--- config.mk ---
export PLATFORM = sky130hd
export DESIGN_NAME = ats_controller
export DESIGN_NICKNAME = d
export VERILOG_FILES = /design/src/rtl/ats_pkg.sv /design/src/rtl/ats_controller.sv
export VERILOG_INCLUDE_DIRS = /design/src /design/src/rtl
export SDC_FILE = /design/constraint.sdc
export NUM_CORES = 1
export LEC_CHECK = 0
export ABC_CLOCK_PERIOD_IN_PS = 1600
export BUFFER_PORTS_ARGS = -buffer_cell sky130_fd_sc_hd__buf_2
export CAP_MARGIN = 15
export CORE_AREA = 2 2 39 41
export CTS_BUF_LIST = sky130_fd_sc_hd__clkbuf_16
export CTS_CLUSTER_DIAMETER = 30
export DETAILED_ROUTE_END_ITERATION = 8
export DIE_AREA = 0 0 41 43
export SLEW_MARGIN = 20
export SYNTH_ARGS = -nofsm -noshare
export SYNTH_HDL_FRONTEND = slang
export SYNTH_SLANG_ARGS = --single-unit
export TNS_END_PERCENT = 1
--- constraint.sdc ---
create_clock -name clk -period 1.6 [get_ports clk]
set_clock_uncertainty 0.15 [all_clocks]
set_input_delay 0.4 -clock clk [delete_from_list [all_inputs] [get_ports clk]]
set_output_delay 0.4 -clock clk [all_outputs]
set_load 0.03 [all_outputs]
--- src/rtl/alias_table_sampler_assert.svh ---
// ----------------------------------------------------------------------------
// Alias table sampler assertion macros
// Concurrent check wrappers that vanish when SYNTHESIS is defined.
// ----------------------------------------------------------------------------
`ifndef ALIAS_TABLE_SAMPLER_ASSERT_SVH
`define ALIAS_TABLE_SAMPLER_ASSERT_SVH
`ifndef SYNTHESIS
`define ATS_ASSERT_IMP(lbl, ck, rs, ante, cons) \
  lbl: assert property (@(posedge ck) disable iff (rs) (ante) |-> (cons)) \
    else $error("same-cycle check failed");
`define ATS_ASSERT_NXT(lbl, ck, rs, ante, cons) \
  lbl: assert property (@(posedge ck) disable iff (rs) (ante) |=> (cons)) \
    else $error("next-cycle check failed");
`else
`define ATS_ASSERT_IMP(lbl, ck, rs, ante, cons)
`define ATS_ASSERT_NXT(lbl, ck, rs, ante, cons)
`endif
`endif

--- src/rtl/ats_pkg.sv ---
// ----------------------------------------------------------------------------
// Alias table sampler package
// Sizes, item and result types, and the controller/datapath interface.
// ----------------------------------------------------------------------------
package ats_pkg;

  localparam int MAX_ENTRIES   = 256;
  localparam int IDX_W         = 8;
  localparam int CNT_W         = 9;
  localparam int WEIGHT_BITS   = 16;
  localparam int FRACTION_BITS = 16;
  localparam int UNIFORM_BITS  = 16;
  localparam int SUM_W         = 24;
  localparam int PROB_W        = FRACTION_BITS + 1;
  localparam int SCALED_W      = UNIFORM_BITS + IDX_W;
  localparam int PROD_W        = UNIFORM_BITS + SUM_W;
  localparam int REM_W         = SUM_W + 1;
  localparam int DIV_STEPS     = FRACTION_BITS + 1;
  localparam int DIV_CNT_W     = 5;

  localparam logic KIND_LOAD   = 1'b0;
  localparam logic KIND_SAMPLE = 1'b1;

  typedef struct packed {
    logic                   kind;
    logic [WEIGHT_BITS-1:0] weight;
    logic                   last;
    logic [UNIFORM_BITS-1:0] uniform;
  } item_t;

  typedef struct packed {
    logic [IDX_W-1:0]  index;
    logic [PROB_W-1:0] probability;
    logic              empty_table;
  } result_t;

  typedef struct packed {
    logic [SUM_W-1:0] threshold;
    logic             full;
    logic [IDX_W-1:0] alias_idx;
  } link_t;

  typedef enum logic [3:0] {
    ST_IDLE,
    ST_INIT_RD,
    ST_INIT_MUL,
    ST_INIT_DIV,
    ST_PAIR_POP,
    ST_PAIR_SMALL,
    ST_PAIR_LARGE,
    ST_PAIR_UPD,
    ST_SAMP_MUL,
    ST_SAMP_RD,
    ST_SAMP_PICK,
    ST_SAMP_OUT
  } state_t;

  typedef struct packed {
    logic load;
    logic sample;
    logic init_wr;
    logic div_step;
    logic pop;
    logic grab_small;
    logic grab_large;
    logic pair_wr;
    logic samp_mul;
    logic samp_rd;
    logic samp_pick;
  } cmd_t;

  typedef struct packed {
    logic sum_zero;
    logic div_last;
    logic entry_last;
    logic pairs_left;
    logic empty;
  } status_t;

endpackage

--- src/rtl/ats_controller.sv ---
// ----------------------------------------------------------------------------
// Alias table sampler controller
// Sequences loads, the table build and the sample draw.
// ----------------------------------------------------------------------------
`include "alias_table_sampler_assert.svh"

module ats_controller import ats_pkg::*; (
  input  logic    clk,
  input  logic    rst,
  input  logic    start,
  input  logic    item_kind,
  input  logic    item_last,
  input  status_t status,
  output cmd_t    cmd,
  output logic    busy,
  output logic    done
);

  state_t state;
  state_t state_next;

  always_ff @(posedge clk) begin
    if (rst) begin
      state <= ST_IDLE;
    end else begin
      state <= state_next;
    end
  end

  always_comb begin
    state_next = state;
    cmd        = '0;
    busy       = 1'b1;
    done       = 1'b0;
    unique case (state)
      ST_IDLE: begin
        busy = 1'b0;
        if (start) begin
          if (item_kind == KIND_LOAD) begin
            cmd.load = 1'b1;
            if (item_last) begin
              state_next = ST_INIT_RD;
            end
          end else begin
            cmd.sample = 1'b1;
            state_next = status.empty ? ST_SAMP_OUT : ST_SAMP_MUL;
          end
        end
      end
      ST_INIT_RD: begin
        // A zero sum leaves the table empty.
        state_next = status.sum_zero ? ST_IDLE : ST_INIT_MUL;
      end
      ST_INIT_MUL: begin
        cmd.init_wr = 1'b1;
        state_next  = ST_INIT_DIV;
      end
      ST_INIT_DIV: begin
        cmd.div_step = 1'b1;
        if (status.div_last) begin
          state_next = status.entry_last ? ST_PAIR_POP : ST_INIT_RD;
        end
      end
      ST_PAIR_POP: begin
        if (status.pairs_left) begin
          cmd.pop    = 1'b1;
          state_next = ST_PAIR_SMALL;
        end else begin
          state_next = ST_IDLE;
        end
      end
      ST_PAIR_SMALL: begin
        cmd.grab_small = 1'b1;
        state_next     = ST_PAIR_LARGE;
      end
      ST_PAIR_LARGE: begin
        cmd.grab_large = 1'b1;
        state_next     = ST_PAIR_UPD;
      end
      ST_PAIR_UPD: begin
        cmd.pair_wr = 1'b1;
        state_next  = ST_PAIR_POP;
      end
      ST_SAMP_MUL: begin
        cmd.samp_mul = 1'b1;
        state_next   = ST_SAMP_RD;
      end
      ST_SAMP_RD: begin
        cmd.samp_rd = 1'b1;
        state_next  = ST_SAMP_PICK;
      end
      ST_SAMP_PICK: begin
        cmd.samp_pick = 1'b1;
        state_next    = ST_SAMP_OUT;
      end
      ST_SAMP_OUT: begin
        done       = 1'b1;
        state_next = ST_IDLE;
      end
      default: begin
        state_next = ST_IDLE;
      end
    endcase
  end

  `ATS_ASSERT_NXT(a_sample_holds_busy, clk, rst, start && !busy && item_kind == KIND_SAMPLE, busy)
  `ATS_ASSERT_NXT(a_load_streams, clk, rst, start && !busy && item_kind == KIND_LOAD && !item_last, !busy)
  `ATS_ASSERT_NXT(a_done_frees, clk, rst, done, !busy)
  `ATS_ASSERT_IMP(a_done_not_idle, clk, rst, done, busy)

endmodule

==> metrics.txt <==
# TYPE chip_impl_metric gauge
chip_impl_metric{name="postSynthRegisterBits",unit=""} 4
chip_impl_metric{name="distinct_cells_synth",unit=""} 27
chip_impl_metric{name="drt_iter0_drc",unit=""} 8
chip_impl_metric{name="total_power_divided_by_cell_area",unit="mW/mm2"} 1670
chip_impl_metric{name="sinks_on_clock_net",unit=""} 4
chip_impl_metric{name="via_count",unit=""} 518
chip_impl_metric{name="power_leakage",unit="nW"} 0.339
chip_impl_info{name="path_class",value="flop to output port"} 1
chip_impl_metric{name="grt_first_pass_wirelength",unit="um"} 1950
chip_impl_metric{name="die_width",unit="um"} 41
chip_impl_metric{name="route.antenna.remaining_nets",unit=""} 0
chip_impl_metric{name="synth_cell_area",unit="um2"} 389
chip_impl_metric{name="fin_ws",unit="ns"} -0.201
chip_impl_metric{name="overall_routed_net_length",unit="um"} 1200
chip_impl_metric{name="maximum_vdd_drop",unit="V"} 0.000962
chip_impl_metric{name="finalSetupViolCount",unit=""} 13
chip_impl_metric{name="grt_start_max_net_pins",unit=""} 13
chip_impl_metric{name="numPlacedInstances",unit=""} 101
chip_impl_info{name="holdCritPathClass",value="input pin to flop"} 1
chip_impl_info{name="startpoint_type",value="flop"} 1
chip_impl_metric{name="post-place-ws",unit="ns"} -0.0189
chip_impl_metric{name="antenna-diode-count",unit=""} 0
chip_impl_metric{name="pwr-share-clk",unit=""} 0.310
chip_impl_metric{name="synth_sequential_area_ratio",unit=""} 0.206
chip_impl_info{name="rsz0062_at_grt",value="yes"} 1
chip_impl_metric{name="seq_power_share",unit=""} 0.131
chip_impl_metric{name="io_pins",unit=""} 23
chip_impl_metric{name="grt.overflow.total",unit=""} 0
chip_impl_metric{name="groute.usage.overall",unit=""} 0.159
chip_impl_metric{name="post-route-drc-count",unit=""} 0
chip_impl_info{name="final_cell_mix",value="17 x sky130_fd_sc_hd__buf_4, 10 x sky130_fd_sc_hd__buf_2, 9 x sky130_fd_sc_hd__nor2_1, 5 x sky130_fd_sc_hd__nand2_1"} 1
chip_impl_metric{name="rows",unit=""} 14
chip_impl_metric{name="net_load_switching_power",unit="W"} 0.000469
chip_impl_info{name="biggestRegsByFlops",value="state: 4 flops"} 1
chip_impl_metric{name="share_comb_of_total_power",unit=""} 0.559
chip_impl_metric{name="finalCritPeriodShare",unit=""} 1.13
chip_impl_info{name="status",value="finished with violations"} 1
chip_impl_metric{name="fp.dieArea",unit="mm2"} 0.00176
chip_impl_metric{name="finalMaxSlewViolations",unit=""} 0
chip_impl_metric{name="largest_register_ffs",unit=""} 4
chip_impl_metric{name="synthXorXnorAreaFrac",unit=""} 0
chip_impl_metric{name="post_synth_and_or_nand_nor_area_fraction",unit=""} 0.389
chip_impl_metric{name="syn-mean-instance-area",unit="um2"} 6.83
chip_impl_metric{name="grt_antenna_before_repair",unit=""} 0
chip_impl_metric{name="clock_latency",unit="ns"} 0.22
chip_impl_metric{name="finalInstanceArea",unit="um2"} 746
chip_impl_info{name="critPathCaptureType",value="output port"} 1
chip_impl_metric{name="power.total",unit="W"} 0.00124
chip_impl_metric{name="cp_data_arrival_time",unit="ns"} 1.25
chip_impl_metric{name="syn_inst",unit=""} 57
chip_impl_metric{name="cts_inserted_buffers",unit=""} 3
chip_impl_info{name="violations_in_the_final_reports",value="setup timing"} 1
chip_impl_metric{name="worstPathRequired",unit="ns"} 1.05
chip_impl_info{name="final_common_cell",value="sky130_fd_sc_hd__buf_4"} 1
chip_impl_metric{name="design.core.area",unit="mm2"} 0.00138
chip_impl_metric{name="cts.reportedPaths.clkPinSlew",unit="ns"} 0.03
chip_impl_metric{name="synth.net_count",unit=""} 67
chip_impl_metric{name="area_delta_synth_final",unit="%"} 91.6
chip_impl_metric{name="cell_internal_pwr",unit="W"} 0.000775
chip_impl_metric{name="detailed_route_vias_per_instance",unit=""} 4.98
chip_impl_metric{name="synth_adder_area_share",unit=""} 0
chip_impl_info{name="registers.top_by_ff_count",value="state"} 1
chip_impl_metric{name="post_dp_cell_area",unit="um2"} 582
chip_impl_metric{name="timing_hold_violations_final",unit=""} 0
chip_impl_metric{name="start_util",unit=""} 0.281
chip_impl_metric{name="drt-pass1-iter-count",unit=""} 2
chip_impl_metric{name="power.share.switching",unit=""} 0.377
chip_impl_metric{name="port_buffers",unit=""} 22
chip_impl_info{name="synth_top_family_by_area",value="simple AND/OR/NAND/NOR gates"} 1
chip_impl_metric{name="drive_above_1_share",unit=""} 0.614
chip_impl_metric{name="routabilityCongestion",unit=""} 0.757
chip_impl_metric{name="muxShareOfSynthArea",unit=""} 0
chip_impl_metric{name="timing_worst_slew_pin_value",unit="ns"} 0.245
chip_impl_metric{name="critical_path.max_fanout",unit=""} 4
chip_impl_metric{name="synth_warnings",unit=""} 0
chip_impl_metric{name="die_h",unit="um"} 43
chip_impl_metric{name="layout_min_cycle_time",unit="ns"} 1.80
chip_impl_metric{name="post_cts_buffers",unit=""} 0
chip_impl_metric{name="clock.fmax",unit="GHz"} 0.555
chip_impl_info{name="cts_tree",value="built"} 1
chip_impl_metric{name="hpwl",unit="um"} 910
chip_impl_metric{name="maxCapViolations",unit=""} 0
chip_impl_metric{name="slew_headroom",unit=""} 0.836
chip_impl_metric{name="avgRoutedWirePerCell",unit="um"} 11.5
chip_impl_metric{name="first_global_vias",unit=""} 461
chip_impl_info{name="clockRootBuffer",value="sky130_fd_sc_hd__clkbuf_16"} 1
chip_impl_metric{name="synth-compound-area-share",unit=""} 0.318
chip_impl_metric{name="ctsHtreeMaxLevel",unit=""} 1
chip_impl_metric{name="fillCellCount",unit=""} 141
chip_impl_metric{name="finalNetCount",unit=""} 100
chip_impl_metric{name="fin_cells",unit=""} 104
chip_impl_metric{name="utilization",unit=""} 0.539
chip_impl_metric{name="cts_buffer_depth",unit=""} 2
-- cell type report --
cell class | instances | area [um2] | area share
multi-input cells | 46 | 324 | 0.435
well taps | 16 | 20.0 | 0.0268
repair buffers | 32 | 230 | 0.309
inverters | 3 | 11.3 | 0.0151
clock buffers | 3 | 75.1 | 0.101
flip-flops and latches | 4 | 85.1 | 0.114
-- per-stage QoR --
| step | hold WS (ns) | setup TNS [ns] |
|---|---|---|
| 2_1_floorplan | 0.315 | -0.957 |
| 3_3_place_gp | 0.448 | -0.00823 |
| 3_5_place_dp | 0.452 | -0.0297 |
| 4_1_cts | 0.224 | -1.63 |
| 5_1_grt | 0.239 | -2.24 |
| 6_report | 0.224 | -1.35 |
-- cell families after synthesis --
| kind of cell | count (synthesis) |
|---|---|
| DFF | 4 |
| AOI/OAI and AO/OA | 17 |
| and+or+nand+nor | 29 |
| buffers and inverters | 7 |
-- what timing repair did --
action | 4_1_cts | 5_1_grt
endpoints found under the setup margin | 15 | 15
resized for setup | 21 | 7
pin swaps | 0 | 2
hold buffers | 0 | 0
-- path summary, 6_finish.rpt --
| kind | slack [ns] | cells past startpoint | from | endpoint |
|---|---|---|---|---|
| worst min register to register | 0.45 | 2 | state[3]$_SDFFE_PP0P_ | state[2]$_SDFFE_PP0P_ |
| worst min-delay path | 0.22 | 2 | rst | state[0]$_SDFFE_PP0P_ |
| worst max-delay path | -0.20 | 5 | state[1]$_SDFFE_PP0P_ | cmd[10] |
| worst max register to register | 0 | 5 | state[0]$_SDFFE_PP0P_ | state[0]$_SDFFE_PP0P_ |
-- worst max-delay path: stages (launching register included) --
cell and delay (ns):
sky130_fd_sc_hd__dfxtp_2 0.32, sky130_fd_sc_hd__nor4_2 0.25, sky130_fd_sc_hd__buf_4 0.16, sky130_fd_sc_hd__nand2_1 0.05, sky130_fd_sc_hd__nor2_1 0.08, sky130_fd_sc_hd__buf_4 0.16
-- synth_stat cells, drive strengths merged --
| library cell | n | area [um2] |
|---|---|---|
| nand2 | 6 | 22.5 |
| a2bb2oi | 1 | 8.76 |
| nor4 | 1 | 6.26 |
| o21ba | 1 | 10.0 |
| inv | 3 | 11.3 |
| o221a | 1 | 11.3 |
| o32ai | 1 | 8.76 |
| buf | 4 | 22.5 |
| o21ai | 2 | 10.0 |
| or2 | 1 | 6.26 |
| o22ai | 1 | 6.26 |
| nor2b | 1 | 6.26 |
| nor3b | 2 | 15.0 |
| a21oi | 4 | 20.0 |
| and4bb | 1 | 12.5 |
| a31oi | 2 | 12.5 |
| a21o | 1 | 7.51 |
| nor2 | 10 | 37.5 |
| dfxtp | 4 | 80.1 |
| or4 | 1 | 11.3 |
| nor3 | 3 | 15.0 |
| a211oi | 2 | 20.0 |
| o2bb2ai | 1 | 8.76 |
| nand2b | 2 | 12.5 |
| and3 | 1 | 6.26 |
-- routing by layer --
metal / up-vias / share of wire / global-route usage
li1: 269 / - / -
met1: 226 / 0.48 / 0.199
met2: 23 / 0.44 / 0.250
met3: 0 / 0.079 / 0.0681
met4: 0 / 0 / 0.0200
met5: - / 0 / 0
-- power groups by stage --
stage,clock (W),sequential (W),combinational (W)
2_1_floorplan,0,0.000145,0.000404
3_3_place_gp,0,0.000149,0.000600
3_5_place_dp,0,0.000152,0.000603
4_1_cts,0.000388,0.000156,0.000665
5_1_grt,0.000400,0.000166,0.000752
6_report,0.000385,0.000163,0.000696
No activity file was read; power rests on OpenSTA's default activity.
